`src/ppch_pkg.sv`:
```
// ----------------------------------------------------------------------------
// Plane-projected compass heading: shared package
// Widths, register codes, the arctangent table and the structs that pass
// between the pipeline sections.
// ----------------------------------------------------------------------------
package ppch_pkg;

  // Field widths fixed by the interface.
  localparam int MAG_W  = 16;   // magnetometer sample
  localparam int AXIS_W = 18;   // side and north vector components
  localparam int OFF_W  = 41;   // side and north offsets
  localparam int HDG_W  = 16;   // heading in hundredths of a degree
  localparam int CFG_W  = OFF_W;
  localparam int CFG_IDX_W = 3;

  // One axis product, and the projected coordinates with room for the
  // CORDIC gain of about 1.65 on top of the largest projected magnitude.
  localparam int PROD_W = AXIS_W + MAG_W;
  localparam int CW     = 44;

  // Binary angle: 2^32 is a full turn.
  localparam int ANG_W  = 32;
  localparam logic [ANG_W-1:0] ANG_HALF = 32'h8000_0000;

  // Iteration count, limited to the size of the arctangent table.
  localparam int CORDIC_STEPS = 20;
  localparam int NSTEP = (CORDIC_STEPS < 32) ? CORDIC_STEPS : 32;

  // Scaling of the binary angle to hundredths of a degree.
  localparam int PROD_SC_W = ANG_W + HDG_W;
  localparam logic [HDG_W-1:0] HDG_SCALE = 16'd36000;
  localparam logic [HDG_W-1:0] HDG_WRAP  = 16'd35999;

  // atan(2^-i) in units of 2^-32 turns.
  localparam logic [ANG_W-1:0] ATAN_TURNS [0:31] = '{
    32'h20000000, 32'h12E4051E, 32'h09FB385B, 32'h051111D4,
    32'h028B0D43, 32'h0145D7E1, 32'h00A2F61E, 32'h00517C55,
    32'h0028BE53, 32'h00145F2F, 32'h000A2F98, 32'h000517CC,
    32'h00028BE6, 32'h000145F3, 32'h0000A2FA, 32'h0000517D,
    32'h000028BE, 32'h0000145F, 32'h00000A30, 32'h00000518,
    32'h0000028C, 32'h00000146, 32'h000000A3, 32'h00000051,
    32'h00000029, 32'h00000014, 32'h0000000A, 32'h00000005,
    32'h00000003, 32'h00000001, 32'h00000001, 32'h00000000
  };

  // Configuration register indexes.
  typedef enum logic [CFG_IDX_W-1:0] {
    REG_SIDE_X       = 3'd0,
    REG_SIDE_Y       = 3'd1,
    REG_SIDE_Z       = 3'd2,
    REG_NORTH_X      = 3'd3,
    REG_NORTH_Y      = 3'd4,
    REG_NORTH_Z      = 3'd5,
    REG_SIDE_OFFSET  = 3'd6,
    REG_NORTH_OFFSET = 3'd7
  } ppch_reg_t;

  typedef struct packed {
    logic signed [AXIS_W-1:0] side_x;
    logic signed [AXIS_W-1:0] side_y;
    logic signed [AXIS_W-1:0] side_z;
    logic signed [AXIS_W-1:0] north_x;
    logic signed [AXIS_W-1:0] north_y;
    logic signed [AXIS_W-1:0] north_z;
    logic signed [OFF_W-1:0]  side_offset;
    logic signed [OFF_W-1:0]  north_offset;
  } ppch_cfg_t;

  typedef struct packed {
    logic                    valid;
    logic signed [MAG_W-1:0] mag_x;
    logic signed [MAG_W-1:0] mag_y;
    logic signed [MAG_W-1:0] mag_z;
  } ppch_mag_t;

  typedef struct packed {
    logic                 valid;
    logic signed [CW-1:0] s;
    logic signed [CW-1:0] c;
  } ppch_sc_t;

  typedef struct packed {
    logic             valid;
    logic             zero;
    logic [ANG_W-1:0] angle;
  } ppch_ang_t;

  typedef struct packed {
    logic             valid;
    logic [HDG_W-1:0] heading;
  } ppch_hdg_t;

endpackage

```
`src/ppch_scale.sv`:
```
// ----------------------------------------------------------------------------
// Heading scaling
// Multiplies the binary angle by 36000 and keeps the upper bits, then
// folds the zero vector and the near-full-circle case to zero.
// ----------------------------------------------------------------------------
module ppch_scale (
  input  logic                clk,
  input  logic                rst_n,
  input  logic                en,
  input  ppch_pkg::ppch_ang_t ang_i,
  output ppch_pkg::ppch_hdg_t hdg_o
);
  import ppch_pkg::*;

  logic [PROD_SC_W-1:0] prod;
  logic                 vld1_r;
  logic                 zero1_r;
  logic [HDG_W-1:0]     raw_r;
  logic                 vld2_r;
  logic [HDG_W-1:0]     hdg_r;
  logic [HDG_W-1:0]     hdg_nxt;

  assign prod    = PROD_SC_W'(ang_i.angle) * PROD_SC_W'(HDG_SCALE);
  assign hdg_nxt = (zero1_r || (raw_r >= HDG_WRAP)) ? '0 : raw_r;

  always_ff @(posedge clk) begin
    if (!rst_n) begin
      vld1_r <= 1'b0;
      vld2_r <= 1'b0;
    end else if (en) begin
      vld1_r <= ang_i.valid;
      vld2_r <= vld1_r;
    end
  end

  always_ff @(posedge clk) begin
    if (en) begin
      zero1_r <= ang_i.zero;
      raw_r   <= prod[PROD_SC_W-1:ANG_W];
      hdg_r   <= hdg_nxt;
    end
  end

  assign hdg_o.valid   = vld2_r;
  assign hdg_o.heading = hdg_r;

endmodule

```
`config.mk`:
```
export PLATFORM = sky130hd
export DESIGN_NAME = ppch_scale
export DESIGN_NICKNAME = d
export VERILOG_FILES = /design/src/ppch_pkg.sv /design/src/ppch_scale.sv
export SDC_FILE = /design/constraint.sdc
export NUM_CORES = 1
export LEC_CHECK = 0
export ABC_CLOCK_PERIOD_IN_PS = 5100
export BUFFER_PORTS_ARGS = -buffer_cell sky130_fd_sc_hd__clkbuf_2
export CORE_MARGIN = 2
export CORE_UTILIZATION = 55
export DETAILED_ROUTE_END_ITERATION = 10
export GPL_TIMING_DRIVEN = 0
export PLACE_DENSITY = 0.78
export SETUP_SLACK_MARGIN = 0.1
export SLEW_MARGIN = 30
export SYNTH_ARGS = -nofsm -noshare
export SYNTH_HDL_FRONTEND = slang
export SYNTH_SLANG_ARGS = --single-unit
```
`constraint.sdc`:
```
create_clock -name clk -period 5.1 [get_ports clk]
set_input_delay 0.765 -clock clk [delete_from_list [all_inputs] [get_ports clk]]
set_output_delay 0.765 -clock clk [all_outputs]
set_load 0.03 [all_outputs]
```
* Word-level counts from Yosys, hierarchy flattened
Index checks and enable logic that the tools add are counted.
** Word-level totals
- Register bits after elaboration :: 35
- Input bits :: 37
- Output and inout port bits :: 17
- Word-level logic and storage cells :: 8
** Cells by class
- Multipliers :: 1
- $lt $le $gt $ge :: 1
- Reduce and logical (&&, ||, !) cells :: 1
** Operators with widths (number)
- 32-bit by 11-bit multiplier with 43-bit output (second input constant) :: 1
- 16-bit greater-or-equal comparator (second input constant) :: 1
- 1-bit logical OR :: 1

* Logic depth before layout (Yosys ltp)
- Depth in word-level cells :: 2
- Gate-level depth with buffers :: 17
- Depth with buffers taken out :: 17

* Worst setup path before layout
Ideal clock, no wire load.
- Path type :: in2reg
- From :: in ang_i[10] in the netlist's numbering
- To :: reg raw_r[13], data pin
- Setup time :: 0.270 ns
- Data arrival time :: 4.865 ns
- Data required time :: 4.830 ns
- Path slack :: -0.035 ns
- Stages on the path :: 14
- Path buffers :: 0
- Cells stage by stage :: ha_1 -> ha_1 -> fa_1 -> fa_1 -> inv_1 -> fa_1 -> inv_1 -> ha_1 -> nand3_1 -> a2111o_1 -> and3_4 -> or3_1 -> o41ai_2 -> mux2i_1
** Between the ends
- Cells in the longest elaborated chain, start to end :: 1
** RTL lines
- start, declared :: RTL line ppch_scale.sv:10 : input ppch_pkg::ppch_ang_t ang_i,
- 32-bit by 11-bit multiplier with 43-bit output :: RTL line ppch_scale.sv:23 : assign prod = PROD_SC_W'(ang_i.angle) * PROD_SC_W'(HDG_SCALE);
- via prod[45] :: RTL line ppch_scale.sv:15 : logic [PROD_SC_W-1:0] prod;
- end signal, assigned :: RTL line ppch_scale.sv:39 : raw_r <= prod[PROD_SC_W-1:ANG_W];
- end, declared :: RTL line ppch_scale.sv:18 : logic [HDG_W-1:0] raw_r;
The timed path passes the listed nets, and every way through them passes these cells.
A chain may end at the register's enable or synchronous reset.

* Worst setup path in the final report
- From :: in ang_i[7] in the netlist's numbering
- To :: reg raw_r[8], data pin
Same word-level chain as after synthesis.

==> impl_metrics.yaml <==
route:
  drtIter0Drc: 317
  totalWireLength_mm: 14.8
  viasPerCell: 5.78
  vias: 4991
  ant_nets: 0
  drcViolationCount: 0
  drt_pre_antenna_iters: 5
  routedWlPerCell_um: 17.1
yosys:
  yosysWarnings: 0
  netlist_area_um2: 6720
  synth.avg_cell_area_um2: 10.3
  synth_edf_count: 33
  synth-main-ff-cell: "edfxtp_1"
  ys_seq_area_share_pct: 15.3
  synth_cells: 651
  synth_cell_type_count: 46
  yosys_register_bits: 35
  async_flop_share_pct: 0
  synth_nets: 943
floorplan:
  num_rows: 40
  die_width_um: 115
  ios: 54
  die_y_um: 115
  die_area_um2: 13100
  core_um2: 12000
  initial_core_util_pct: 56.2
timing:
  slew_viol_final: 0
  worstMarginPinSlew_ns: 0.829
  hold_viol_final: 0
  slew_headroom_pct: 44.7
  finalCritPeriodShare_pct: 96.3
  period_needed_ns: 4.91
  skew_ns: 0.00337
  tns_ns: 0
  finalSetupViolations: 0
  setup_ws_ns: 0.189
  max_clock_freq_ghz: 0.204
  rsz0062_at_grt: "false"
clocking:
  cts.sinks: 35
  cts_tree: "done"
  cts_htree_levels: 2
  clockRootBuffer: "clkbuf_16"
  clockBufferDepth: 2
  clkLatencyLatePin_ns: 0.28
  cts.reportedPaths.clkPinSlew_ns: 0.05
  numCtsBuffers: 5
worst_setup_path:
  crit_path_end_kind: "register"
  cpMostUsedCell: "fa_1"
  crit_fanout: 5
  critPathArrivalTime_ns: 4.93
  cp-start-kind: "input port"
  max_stage_delay_ns: 0.54
  path_class: "in -> reg"
  slowest_stage: "fa_1"
  cp_top_family: "adder cells"
  path_buf_inv: 3
  crit_required_ns: 5.12
  cp_cell_sequence: "clkbuf_4, ha_1, ha_1, fa_1, fa_1, inv_1, fa_1, inv_1, ha_4, a21oi_1, a21boi_0, o221ai_1, a41oi_2, o31ai_4, a221oi_2, xnor2_1"
final_layout:
  final_core_util_pct: 67.4
  num_antenna_cells: 0
  final_cell_mix: "inv_1, ha_1, fa_1, ha_4, clkbuf_2"
  layout.nets: 1008
  layout_commonest_cell: "inv_1"
  syn2layout_area_growth_pct: 20.0
  drive_gt1_share_pct: 20.2
grt:
  grt_first_pass_wirelength_mm: 23.5
  grt_usage_pct: 22.1
  grt_max_degree: 36
  grt_pass1_vias: 5267
  antenna_found_initial: 0
  grt-ovfl-total: 0
outcome:
  status: "completed"
pwr:
  vdd_drop_max_mv: 0.277
  leakage_nw: 4.02
  total_power_w: 0.00439
  p_per_area_nw_per_um2: 544
placed_design:
  dp_slack_ns: -0.497
  dp_hpwl_mm: 11.6
  io_buffers: 53
  gp_congestion: 0.877
min_path:
  hold_class: "reg -> reg"
flow_run:
  maxCapViolCount: 0
-- area by class of cell --
class | count | area, um^2
fill | 835 | 3890
clock buffer | 6 | 129
clock inverter | 2 | 12.5
buffer | 4 | 22.5
inverter | 141 | 529
timing repair buffer | 59 | 348
sequential | 35 | 1030
multi-input combinational | 470 | 5810
tap | 147 | 184
-- logic make-up after synthesis --
kind of cell             Yosys count  share of synthesized area, %
adder cells (fa/ha/maj)          255                          56.4
buffers and inverters            146                          8.21
AO/OA/AOI/OAI                    102                          10.4
AND/OR/NAND/NOR                   95                          7.21
flip-flops                        35                          15.3
XOR/XNOR                          15                          1.96
multiplexers                       3                         0.447
-- Yosys cell counts (all sizes together), types with 6 or more instances --
library cell  number  share of area, %
nor3               7              0.52
a21oi             28               2.1
and2              20               1.9
a21o              18               2.0
inv              141               7.9
nor2              19               1.1
nand4              8              0.74
nand3              9              0.67
fa                80                24
o21ai             11              0.82
nand2             19               1.1
edfxtp            33                15
xnor2              9               1.2
ha               175                33
o21bai             7              0.78
xor2               6              0.78
-- worst min-delay path: stages (launching register included) --
cell and delay, ns:
dfxtp_1 0.32, mux2i_1 0.07, nor2b_1 0.10
-- stage by stage --
step / instance area, um^2 / hold slack (ns) / std cells
detailed placement: 7190 / 0.521 / 851
global route: 8070 / 0.567 / 864
CTS: 7610 / 0.537 / 862
finish: 8070 / 0.531 / 864
global placement: 7190 / 0.499 / 851
floorplan: 6740 / 0.482 / 651
-- where the power goes --
group | internal [W] | switching, W | leakage, nW | total (W)
logic | 0.00157 | 0.00203 | 3.60 | 0.00360
clock network | 0.000179 | 0.000101 | 0.0669 | 0.000281
registers | 0.000471 | 0.0000294 | 0.351 | 0.000501
total | 0.00222 | 0.00216 | 4.02 | 0.00439
-- routing by layer --
metal | global-route usage (%) | wire length, um
met3 | 2.44 | 700
met2 | 40.4 | 7650
met5 | 0 | 0
met4 | 6.02 | 384
met1 | 27.6 | 6040
-- flip-flops by register name, indices dropped and copies added (netlist names) --
name and flops:
hdg_r 16, raw_r 16, vld1_r 1, vld2_r 1, zero1_r 1
-- final timing paths --
check	to	start	cells past startpoint	slack, ns
max	raw_r[8]	ang_i[7]	16	0.19
min	vld2_r	vld2_r	2	0.53
max reg2reg	hdg_r[11]	raw_r[3]	7	2.93
min reg2reg	vld2_r	vld2_r	2	0.53
-- timing repair --
action | CTS | global route
endpoints found under the hold margin | 0 | 0
buffers inserted | 4 | 2
hold buffers | 0 | 0
setup endpoints to repair | 11 | 14
pin swaps | 21 | 41
resized for setup | 42 | 71
No activity file was read; power rests on OpenSTA's default activity.
