===== src/ppch_pkg.sv =====
// ----------------------------------------------------------------------------
// Plane-projected compass heading: shared package
// Widths, register codes, the arctangent table and the structs that pass
// between the pipeline sections.
// ----------------------------------------------------------------------------
package ppch_pkg;

  // Field widths fixed by the interface.
  localparam int MAG_W  = 16;   // magnetometer sample
  localparam int AXIS_W = 18;   // side and north vector components
  localparam int OFF_W  = 41;   // side and north offsets
  localparam int HDG_W  = 16;   // heading in hundredths of a degree
  localparam int CFG_W  = OFF_W;
  localparam int CFG_IDX_W = 3;

  // One axis product, and the projected coordinates with room for the
  // CORDIC gain of about 1.65 on top of the largest projected magnitude.
  localparam int PROD_W = AXIS_W + MAG_W;
  localparam int CW     = 44;

  // Binary angle: 2^32 is a full turn.
  localparam int ANG_W  = 32;
  localparam logic [ANG_W-1:0] ANG_HALF = 32'h8000_0000;

  // Iteration count, limited to the size of the arctangent table.
  localparam int CORDIC_STEPS = 20;
  localparam int NSTEP = (CORDIC_STEPS < 32) ? CORDIC_STEPS : 32;

  // Scaling of the binary angle to hundredths of a degree.
  localparam int PROD_SC_W = ANG_W + HDG_W;
  localparam logic [HDG_W-1:0] HDG_SCALE = 16'd36000;
  localparam logic [HDG_W-1:0] HDG_WRAP  = 16'd35999;

  // atan(2^-i) in units of 2^-32 turns.
  localparam logic [ANG_W-1:0] ATAN_TURNS [0:31] = '{
    32'h20000000, 32'h12E4051E, 32'h09FB385B, 32'h051111D4,
    32'h028B0D43, 32'h0145D7E1, 32'h00A2F61E, 32'h00517C55,
    32'h0028BE53, 32'h00145F2F, 32'h000A2F98, 32'h000517CC,
    32'h00028BE6, 32'h000145F3, 32'h0000A2FA, 32'h0000517D,
    32'h000028BE, 32'h0000145F, 32'h00000A30, 32'h00000518,
    32'h0000028C, 32'h00000146, 32'h000000A3, 32'h00000051,
    32'h00000029, 32'h00000014, 32'h0000000A, 32'h00000005,
    32'h00000003, 32'h00000001, 32'h00000001, 32'h00000000
  };

  // Configuration register indexes.
  typedef enum logic [CFG_IDX_W-1:0] {
    REG_SIDE_X       = 3'd0,
    REG_SIDE_Y       = 3'd1,
    REG_SIDE_Z       = 3'd2,
    REG_NORTH_X      = 3'd3,
    REG_NORTH_Y      = 3'd4,
    REG_NORTH_Z      = 3'd5,
    REG_SIDE_OFFSET  = 3'd6,
    REG_NORTH_OFFSET = 3'd7
  } ppch_reg_t;

  typedef struct packed {
    logic signed [AXIS_W-1:0] side_x;
    logic signed [AXIS_W-1:0] side_y;
    logic signed [AXIS_W-1:0] side_z;
    logic signed [AXIS_W-1:0] north_x;
    logic signed [AXIS_W-1:0] north_y;
    logic signed [AXIS_W-1:0] north_z;
    logic signed [OFF_W-1:0]  side_offset;
    logic signed [OFF_W-1:0]  north_offset;
  } ppch_cfg_t;

  typedef struct packed {
    logic                    valid;
    logic signed [MAG_W-1:0] mag_x;
    logic signed [MAG_W-1:0] mag_y;
    logic signed [MAG_W-1:0] mag_z;
  } ppch_mag_t;

  typedef struct packed {
    logic                 valid;
    logic signed [CW-1:0] s;
    logic signed [CW-1:0] c;
  } ppch_sc_t;

  typedef struct packed {
    logic             valid;
    logic             zero;
    logic [ANG_W-1:0] angle;
  } ppch_ang_t;

  typedef struct packed {
    logic             valid;
    logic [HDG_W-1:0] heading;
  } ppch_hdg_t;

endpackage


===== src/ppch_skid.sv =====
// ----------------------------------------------------------------------------
// Output skid buffer
// Output register plus one spare entry, so that the pipeline's stall
// signal comes straight from a flip-flop.
// ----------------------------------------------------------------------------
module ppch_skid (
  input  logic                    clk,
  input  logic                    rst_n,
  input  ppch_pkg::ppch_hdg_t     up_i,
  output logic                    up_ready,
  output logic                    out_valid,
  output logic [ppch_pkg::HDG_W-1:0] out_heading,
  input  logic                    out_ready
);
  import ppch_pkg::*;

  logic             out_valid_r;
  logic [HDG_W-1:0] out_hdg_r;
  logic             sp_valid_r;
  logic [HDG_W-1:0] sp_hdg_r;
  logic             up_fire;

  assign up_ready = ~sp_valid_r;
  assign up_fire  = up_i.valid & up_ready;

  always_ff @(posedge clk) begin
    if (!rst_n) begin
      out_valid_r <= 1'b0;
      sp_valid_r  <= 1'b0;
    end else if (out_ready || !out_valid_r) begin
      if (sp_valid_r) begin
        out_valid_r <= 1'b1;
        out_hdg_r   <= sp_hdg_r;
        sp_valid_r  <= 1'b0;
      end else begin
        out_valid_r <= up_fire;
        out_hdg_r   <= up_i.heading;
      end
    end else if (up_fire) begin
      sp_valid_r <= 1'b1;
      sp_hdg_r   <= up_i.heading;
    end
  end

  assign out_valid   = out_valid_r;
  assign out_heading = out_hdg_r;

endmodule


===== config.mk =====
export PLATFORM = sky130hd
export DESIGN_NAME = ppch_skid
export DESIGN_NICKNAME = d
export VERILOG_FILES = /design/src/ppch_pkg.sv /design/src/ppch_skid.sv
export SDC_FILE = /design/constraint.sdc
export NUM_CORES = 1
export LEC_CHECK = 0
export BUFFER_PORTS_ARGS = -buffer_cell sky130_fd_sc_hd__buf_4
export CAP_MARGIN = 20
export CORE_MARGIN = 2
export CORE_UTILIZATION = 45
export DETAILED_ROUTE_END_ITERATION = 10
export GPL_TIMING_DRIVEN = 0
export PLACE_DENSITY = 0.71
export SETUP_SLACK_MARGIN = 0.15
export SYNTH_ARGS = -nofsm -noshare
export SYNTH_HDL_FRONTEND = slang
export SYNTH_SLANG_ARGS = --single-unit

===== constraint.sdc =====
create_clock -name clk -period 6.25 [get_ports clk]
set_input_delay 1.25 -clock clk [delete_from_list [all_inputs] [get_ports clk]]
set_output_delay 1.25 -clock clk [all_outputs]
set_load 0.05 [all_outputs]

Word level (Yosys, flattened, before mapping) --
Index checks and enable logic that the tools add are counted.
Storage, ports and cells: register bits 34
Operators by class: reduce and logical (&&, ||, !) cells 5, mux-type cells 2, bitwise logic cells 4
Operators with widths (number):
- $mux 16 | 1
- $not 1->1 | 3
- $reduce_and 3->1 | 1
- $reduce_and 2->1 | 1
- $reduce_or 2->1 | 1
- $and 1x1->1 | 1
- $logic_not 1->1 | 1
- $logic_or 1x1->1 | 1
- $mux 1 | 1

Longest topological paths before layout --
Gate-level depths: netlist of run 1.
depth after elaboration 4, depth in mapped cells 4, gate-level depth less buffers 2

Worst setup path after synthesis of run 1 --
OpenSTA, ideal clock, no wires.
path type input -> register, start input out_ready, end register sp_hdg_r[0], enable pin, setup slack 3210 ps, cell stages on the path 2, setup time 409 ps, data required time 5841 ps, arrival time 2631 ps, cells stage by stage nand2b_1 > nor3_1
On the way: longest elaborated chain between the ends 3
Ends and longest elaborated chain:
- start, declared | line ppch_skid.sv:13 | input logic out_ready
- $logic_or 1x1->1 | line ppch_skid.sv:30 | end else if (out_ready || !out_valid_r) begin
- $not 1->1 (no line)
- $reduce_and 3->1 (no line)
- end signal, assigned | line ppch_skid.sv:41 | sp_hdg_r <= up_i.heading;
- end, declared | line ppch_skid.sv:20 | logic [HDG_W-1:0] sp_hdg_r;
No other way between the ends. A chain may end at the register's enable or synchronous reset.

Final worst setup path of run 1 --
start register sp_valid_r, end output up_ready
On the way: longest elaborated chain between the ends 1
Ends and longest elaborated chain:
- start, declared | line ppch_skid.sv:19 | logic sp_valid_r;
- start signal, assigned | line ppch_skid.sv:29 | sp_valid_r <= 1'b0;
- start signal, assigned | line ppch_skid.sv:34 | sp_valid_r <= 1'b0;
- start signal, assigned | line ppch_skid.sv:40 | sp_valid_r <= 1'b1;
- $not 1->1 | line ppch_skid.sv:23 | assign up_ready = ~sp_valid_r;
- end, declared | line ppch_skid.sv:10 | output logic up_ready,
No other way between the ends.

==> impl_metrics.json, run 1 <==
{
  "netlist_area_um2": 1290,
  "h-tree-depth": 2,
  "synth-edff-count": 32,
  "num_rows": 19,
  "register_area_um2": 1001,
  "maxCapViolations": 0,
  "min_path_type": "register to register",
  "dieArea_um2": 3311,
  "power_frac_seq": 0.597,
  "grt_overflow": 0,
  "crit_type": "register to output port",
  "top_layer_used": "met4",
  "hpwl_mm": 1.372,
  "outcome": "complete, no violations",
  "yosysSeqAreaShare": 0.7759,
  "synth_cell_types": 14,
  "clk_pin_slew_ns": 0.10,
  "ant_nets": 0,
  "worst_slack_ns": 3.796,
  "place_ws_ns": 3.580,
  "leakagePower_nw": 0.6383,
  "timing.hold.ws_ns": 0.5597,
  "cts-root-buf": "clkbuf_4",
  "cp_num_buf_inv": 4,
  "peakVddDrop_uv": 235.9,
  "cp_top_family": "buffers and inverters",
  "port_buffers": 37,
  "cts_buffers": 5,
  "worstSetupEndpointType": "output port",
  "netlist.area_leader.share": 0.7449,
  "clockPowerShare": 0.262,
  "drtPass1Iterations": 4,
  "multiInputGateArea_um2": 259.0,
  "grt_max_degree": 17,
  "vias": 673,
  "min_period_over_period": 0.3927,
  "place_congestion": 0.6430,
  "setup_viol": 0,
  "ctsResizeCount": 0,
  "report.final.slew_viol_count": 0,
  "finalHoldViolCount": 0,
  "postPlaceCellArea_um2": 1623,
  "slowest_stage": "dfxtp_1",
  "start_kind": "register",
  "die_w_um": 57.54,
  "diodes": 0,
  "vias_per_cell": 4.912,
  "swShare": 0.2559,
  "clk_path_buf_depth": 2,
  "synth.avg_cell_area_um2": 21.50,
  "worstMarginPinSlew_ns": 0.7348,
  "synth_flop_cell": "edfxtp_1",
  "tritoncts": "built",
  "power.internal_mw": 0.3255,
  "antenna_found_initial": 0,
  "holdBufCountCts": 0,
  "worstPathRequired_ns": 5.00,
  "wl_met2_mm": 1.023,
  "syn_inst": 60,
  "drt-met1-wl_um": 770,
  "syn_nets": 80,
  "detail_route.wl_per_cell_um": 14.18,
  "drt_iter0_drc": 12,
  "coreArea_um2": 2734,
  "max_stage_delay_ns": 0.34,
  "grt_pass1_wl_mm": 3.077,
  "die_h_um": 57.54,
  "clock-skew-final_ns": 0.01596,
  "clk_latency_ns": 0.34,
  "cp_cell_sequence": "buf_6, buf_12, inv_1, buf_4",
  "rsz0062_at_grt": "no",
  "final_util": 0.6133,
  "synthArstFlopShare": 0,
  "slew_headroom": 0.5102,
  "cp_max_fo": 10,
  "switchingPower_mw": 0.1119,
  "wirelength_mm": 1.942,
  "fin_area_um2": 1677,
  "fin_setup_tns_ns": 0,
  "io_pins": 38,
  "grt_pass1_vias": 681,
  "drc": 0,
  "clock_sinks": 34,
  "start_util": 0.4719,
  "combinationalPowerShare": 0.141,
  "area_growth_syn_to_layout_pct": 29.97,
  "synth_seq_cells": 34,
  "powerDensity_nw_per_um2": 260.9,
  "wl_met3_um": 132,
  "grtUsageTotal": 0.1309,
  "fmaxAchievable_ghz": 0.4075,
  "nFillCells": 197,
  "post_cts.repair.setup_buffers": 0,
  "layout_min_cycle_time_ns": 2.454,
  "yosysTopAreaCell": "edfxtp_1",
  "cp.arrival_ns": 1.20,
  "yosysWarnings": 0,
  "synth_area_leaders": "edfxtp_1 (74%), mux2_4 (8.1%), mux2_2 (7.9%)",
  "fin_nets": 125,
  "drive_above_1_share": 0.6226
}
## layout by cell type (no fill, tap or decap), types with 2 or more instances in the layout
cell      netlist  routed
buf_4           0      37
edfxtp_1       32      32
mux2_2          9       9
mux2_4          7       7
clkbuf_4        0       5
buf_6           1       2
dfxtp_1         2       2
## area by class of cell
type                            instances  share of cell area
Buffer                                  2             0.01866
Inverter                                1            0.002239
Timing Repair Buffer                   38              0.1724
Clock buffer                            5             0.02239
Multi-Input combinational cell         23              0.1545
Tap cell                               31             0.02313
Clock inverter                          3            0.009701
Sequential cell                        34              0.5970
## registers in the layout, summed over array words and instances, names as in the netlist
| register | cells |
|---|---|
| out_valid | 1 |
| out_heading | 16 |
| sp_hdg_r | 16 |
| sp_valid_r | 1 |
## cells in the mapped netlist (2+ instances only)
library cell,n
edfxtp_1,32
mux2_4,7
dfxtp_1,2
mux2_2,9
## cells by family after synthesis
logic type	after synthesis	share of synthesized area
DFF	34	0.7759
muxes	16	0.1600
and+or+nand+nor	6	0.03104
buffers and inverters	3	0.02716
AOI/OAI and AO/OA	1	0.005822
## power by group through the flow
stage	clock (mW)	combinational, mW	sequential [mW]
final	0.114	0.0616	0.261
after global routing	0.131	0.0647	0.262
after CTS	0.118	0.0623	0.261
after detailed placement	0	0.0622	0.267
after global placement	0	0.0605	0.266
after floorplan	0	0.0137	0.291
## final timing paths
| path | start | endpoint | slack, ns | depth (start not counted) |
|---|---|---|---|---|
| max reg2reg | sp_valid_r$_SDFFE_PP0P_ | sp_hdg_r[13]$_DFFE_PP_ | 4.56 | 4 |
| max | sp_valid_r$_SDFFE_PP0P_ | up_ready | 3.80 | 4 |
| min reg2reg | sp_hdg_r[9]$_DFFE_PP_ | out_heading[9]$_DFFE_PP_ | 0.56 | 1 |
| min | sp_hdg_r[9]$_DFFE_PP_ | out_heading[9]$_DFFE_PP_ | 0.56 | 1 |
## routing by layer
layer  GRT usage  vias up
li1            -      323
met1      0.1476      323
met2      0.2062       25
met3     0.06122        2
met4     0.06977        0
met5           0        -
## through the flow
stage                     total power [mW]  instances
after floorplan                     0.3048         60
after global placement              0.3269        128
after detailed placement            0.3289        129
after CTS                           0.4420        137
after global routing                0.4579        137
final                               0.4374        137
Power figures use the tool's default switching activity.
==> inputs of run 2 (changes only) <==
clock period = 2.4 ns   (was 6.25 ns; I/O delays follow)
==> impl_metrics.json, run 2 (synthesized netlist as in run 1, its figures left out) <==
{
  "outcome": "complete, no violations",
  "r2r-start": "sp_valid_r$_SDFFE_PP0P_",
  "finalHoldViolCount": 0,
  "num_rows": 19,
  "crit_type": "register to output port",
  "holdBufCountCts": 0,
  "register_area_um2": 1001,
  "min_period_over_period": 0.7032,
  "dieArea_um2": 3311,
  "r2r_cells": 4,
  "grt_pass1_vias": 719,
  "clk_latency_ns": 0.33,
  "powerDensity_nw_per_um2": 676.8,
  "grt_overflow": 0,
  "hold_path_depth": 1,
  "rrSetupSlack_ns": 0.78,
  "grtUsageTotal": 0.1411,
  "cts-root-buf": "clkbuf_4",
  "worstMarginPinSlew_ns": 0.7458,
  "die_h_um": 57.54,
  "cp_max_fo": 10,
  "h-tree-depth": 2,
  "report.final.slew_viol_count": 0,
  "grt_pass1_wl_mm": 3.270,
  "coreArea_um2": 2734,
  "clk_path_buf_depth": 2,
  "vias": 682,
  "ant_nets": 0,
  "min_path_type": "input port to register",
  "post_cts.repair.setup_buffers": 0,
  "clock_sinks": 34,
  "place_congestion": 0.6032,
  "tritoncts": "built",
  "drt_iter0_drc": 14,
  "final_common_cell": "buf_4",
  "io_pins": 38,
  "antenna_found_initial": 0,
  "grt_max_degree": 17,
  "die_w_um": 57.54,
  "port_buffers": 37,
  "cts_buffers": 5,
  "worstHoldStart": "up_i[6]",
  "clock-skew-final_ns": 0.006605,
  "ctsResizeCount": 0,
  "timing.hold.ws_ns": 0.3279,
  "leakagePower_nw": 0.6393,
  "clk_pin_slew_ns": 0.10,
  "peakVddDrop_uv": 516.0,
  "fin_nets": 125,
  "drive_above_1_share": 0.6132,
  "start_util": 0.4719,
  "setup_viol": 0,
  "start_kind": "register",
  "r2r_end": "sp_hdg_r[12]$_DFFE_PP_",
  "wirelength_mm": 1.958,
  "drc": 0,
  "worstSetupEndpointType": "output port",
  "vias_per_cell": 4.978,
  "fin_setup_tns_ns": 0,
  "layout_min_cycle_time_ns": 1.688,
  "drtPass1Iterations": 2,
  "slew_headroom": 0.5028,
  "worstPathRequired_ns": 1.92,
  "nFillCells": 206,
  "detail_route.wl_per_cell_um": 14.29,
  "rsz0062_at_grt": "no",
  "maxCapViolations": 0,
  "hpwl_mm": 1.369,
  "fmaxAchievable_ghz": 0.5925,
  "hold_path_end": "sp_hdg_r[6]$_DFFE_PP_",
  "diodes": 0,
  "layout_common_cells": "buf_4 (37), edfxtp_1 (32), mux2_2 (9)",
  "cp.arrival_ns": 1.21,
  "multiInputGateArea_um2": 259.0,
  "area_growth_syn_to_layout_pct": 29.68
}
[run 2: cell types whose count changed in the layout (fill, tap and decap cells not counted)]
cell        delta
clkinvlp_4     -1
clkbuf_1       +1
[run 2: worst max-delay path, cell delays in order, from the launching register on]
cell	delay, ns
dfxtp_1	0.34
buf_6	0.16
buf_12	0.15
inv_1	0.04
buf_4	0.18
[run 2: per-layer routing]
| layer | GRT usage | share of wire |
|---|---|---|
| met1 | 0.1526 | 0.40 |
| met2 | 0.2208 | 0.51 |
| met3 | 0.06803 | 0.065 |
| met4 | 0.08970 | 0.028 |
| met5 | 0 | 0 |
[run 2: cell type report]
cell class | count | area share
plain buffers | 2 | 0.01870
clock buffers | 6 | 0.02468
repair buffers | 38 | 0.1728
clock inverters | 2 | 0.005236
inverters | 1 | 0.002244
well taps | 31 | 0.02319
flip-flops and latches | 34 | 0.5984
multi-input cells | 23 | 0.1548
[run 2: report_power, final]
group | switching, mW | leakage [nW] | internal, mW
Sequential | 0.00578 | 0.316 | 0.675
Clock | 0.182 | 0.0297 | 0.110
Combinational | 0.0963 | 0.294 | 0.0639
Total | 0.284 | 0.639 | 0.849
[run 2: worst max path at each step]
stage	from	end	slack (ns)	cells after the start
2_1_floorplan	out_valid$_SDFFE_PN0P_	sp_hdg_r[0]$_DFFE_PP_	0.47	2
3_3_place_gp	out_ready	sp_hdg_r[13]$_DFFE_PP_	0.24	3
3_5_place_dp	out_ready	sp_hdg_r[1]$_DFFE_PP_	0.56	4
4_1_cts	sp_valid_r$_SDFFE_PP0P_	up_ready	0.67	4
5_1_grt	sp_valid_r$_SDFFE_PP0P_	up_ready	0.64	4
6_report	sp_valid_r$_SDFFE_PP0P_	up_ready	0.71	4
[run 2: per-stage QoR]
step / cells / area (um2) / power, mW / utilization / worst slack, ns
2_1_floorplan: 60 / 1295 / 0.7942 / - / 0.4716
3_3_place_gp: 128 / 1612 / 0.8518 / 0.5895 / 0.2435
3_5_place_dp: 129 / 1623 / 0.8565 / 0.5936 / 0.5614
5_1_grt: 137 / 1673 / 1.187 / 0.6119 / 0.6361
6_report: 137 / 1673 / 1.132 / 0.6119 / 0.7123
4_1_cts: 137 / 1673 / 1.149 / 0.6119 / 0.6745
==> inputs of run 3 (changes only) <==
PLACE_DENSITY = 0.74   (was 0.71)
clock period = 1.45 ns   (was 2.4 ns; I/O delays follow)
==> impl_metrics.json, run 3 (synthesized netlist as in run 1, its figures left out) <==
{
  "ant_nets": 0,
  "rrSetupSlack_ns": 0.17,
  "clk_latency_ns": 0.32,
  "worst_slack_ns": 0.1088,
  "register_area_um2": 1006,
  "fin_nets": 129,
  "powerDensity_nw_per_um2": 1076,
  "clk_pin_slew_ns": 0.11,
  "min_path_type": "input port to register",
  "grt_overflow": 0,
  "num_rows": 19,
  "layout_min_cycle_time_ns": 1.341,
  "postPlaceCellArea_um2": 1630,
  "peakVddDrop_uv": 876.5,
  "maxCapViolations": 0,
  "h-tree-depth": 2,
  "drtPass1Iterations": 4,
  "drc": 0,
  "cp.arrival_ns": 1.05,
  "cts-root-buf": "clkbuf_4",
  "clock-skew-final_ns": 0.01180,
  "startpoint": "sp_valid_r$_SDFFE_PP0P_",
  "endpoint": "up_ready",
  "worstSetupEndpointType": "output port",
  "place_congestion": 0.7132,
  "outcome": "complete, no violations",
  "grt_pass1_vias": 648,
  "final_common_cell": "buf_4",
  "drive_above_1_share": 0.6818,
  "r2r_end": "out_heading[6]$_DFFE_PP_",
  "clk_path_buf_depth": 2,
  "fmaxAchievable_ghz": 0.7456,
  "rsz0062_at_grt": "yes",
  "io_pins": 38,
  "layout_common_cells": "buf_4 (40), edfxtp_1 (32), mux2_2 (9)",
  "cp_max_fo": 4,
  "dieArea_um2": 3311,
  "holdBufCountCts": 0,
  "vias": 674,
  "slew_headroom": 0.7380,
  "vias_per_cell": 4.780,
  "setup_viol": 0,
  "report.final.slew_viol_count": 0,
  "die_h_um": 57.54,
  "diodes": 0,
  "crit_type": "register to output port",
  "r2r_cells": 4,
  "start_util": 0.4719,
  "nFillCells": 189,
  "finalHoldViolCount": 0,
  "worstMarginPinSlew_ns": 0.3930,
  "leakagePower_nw": 0.6775,
  "multiInputGateArea_um2": 274.0,
  "tritoncts": "built",
  "cts_buffers": 5,
  "min_period_over_period": 0.9250,
  "place_ws_ns": -0.1913,
  "wirelength_mm": 2.008,
  "drt_iter0_drc": 25,
  "grt_max_degree": 17,
  "detail_route.wl_per_cell_um": 14.24,
  "r2r-start": "sp_valid_r$_SDFFE_PP0P_",
  "antenna_found_initial": 0,
  "fin_area_um2": 1745,
  "grtUsageTotal": 0.1315,
  "start_kind": "register",
  "hpwl_mm": 1.366,
  "coreArea_um2": 2734,
  "grt_pass1_wl_mm": 3.125,
  "die_w_um": 57.54,
  "clock_sinks": 34,
  "worstPathRequired_ns": 1.16,
  "area_growth_syn_to_layout_pct": 35.31,
  "port_buffers": 37
}
==> run 3: worst max-delay path: stages, from the launching register on <==
cell and delay (ns):
dfxtp_2 0.34, buf_6 0.11, buf_12 0.12, clkinv_4 0.04, buf_8 0.13
==> run 3: final cells by class <==
type	count	share of cell area
Buffer	2	0.01792
Clock buffer	6	0.02366
Clock inverter	2	0.005735
Inverter	1	0.005018
Multi-Input combinational cell	23	0.1570
Sequential cell	34	0.5763
Tap cell	31	0.02222
Timing Repair Buffer	42	0.1921
==> run 3: report_power, final <==
part | total [mW] | internal, mW | switching (mW)
sequential | 1.13 | 1.12 | 0.0105
combinational | 0.276 | 0.113 | 0.163
clock | 0.475 | 0.185 | 0.291
total | 1.88 | 1.41 | 0.464
==> run 3: per-stage QoR <==
stage	power (mW)	TNS [ns]	hold WS, ns	util	cells
floorplan	1.319	0	0.3889	-	60
global placement	1.413	-2.523	0.4786	0.5963	128
detailed placement	1.421	-3.052	0.4778	0.5963	128
CTS	1.899	0	0.1329	0.6348	140
global route	1.958	0	0.1156	0.6384	141
finish	1.878	0	0.1427	0.6384	141
==> run 3: worst min path at each step <==
stage / startpoint / depth (start not counted) / slack [ns] / endpoint
4_1_cts: up_i[5] / 1 / 0.13 / sp_hdg_r[5]$_DFFE_PP_
5_1_grt: up_i[5] / 1 / 0.12 / sp_hdg_r[5]$_DFFE_PP_
3_5_place_dp: up_i[14] / 1 / 0.48 / sp_hdg_r[14]$_DFFE_PP_
3_3_place_gp: up_i[0] / 1 / 0.48 / sp_hdg_r[0]$_DFFE_PP_
6_report: up_i[3] / 1 / 0.14 / sp_hdg_r[3]$_DFFE_PP_
2_1_floorplan: up_i[0] / 0 / 0.39 / sp_hdg_r[0]$_DFFE_PP_
==> run 3: metal layers <==
metal / vias up / global-route usage / part of all wire
met5: - / 0 / 0
met4: 0 / 0.05980 / 0.010
met3: 2 / 0.04989 / 0.044
met2: 19 / 0.2094 / 0.51
met1: 320 / 0.1588 / 0.44
li1: 333 / - / -
==> run 3: what timing repair did <==
action                     4_1_cts  5_1_grt
buffers inserted                 4        1
pin swaps                        1        0
gates resized for setup          5        1
setup endpoints to repair       17        7
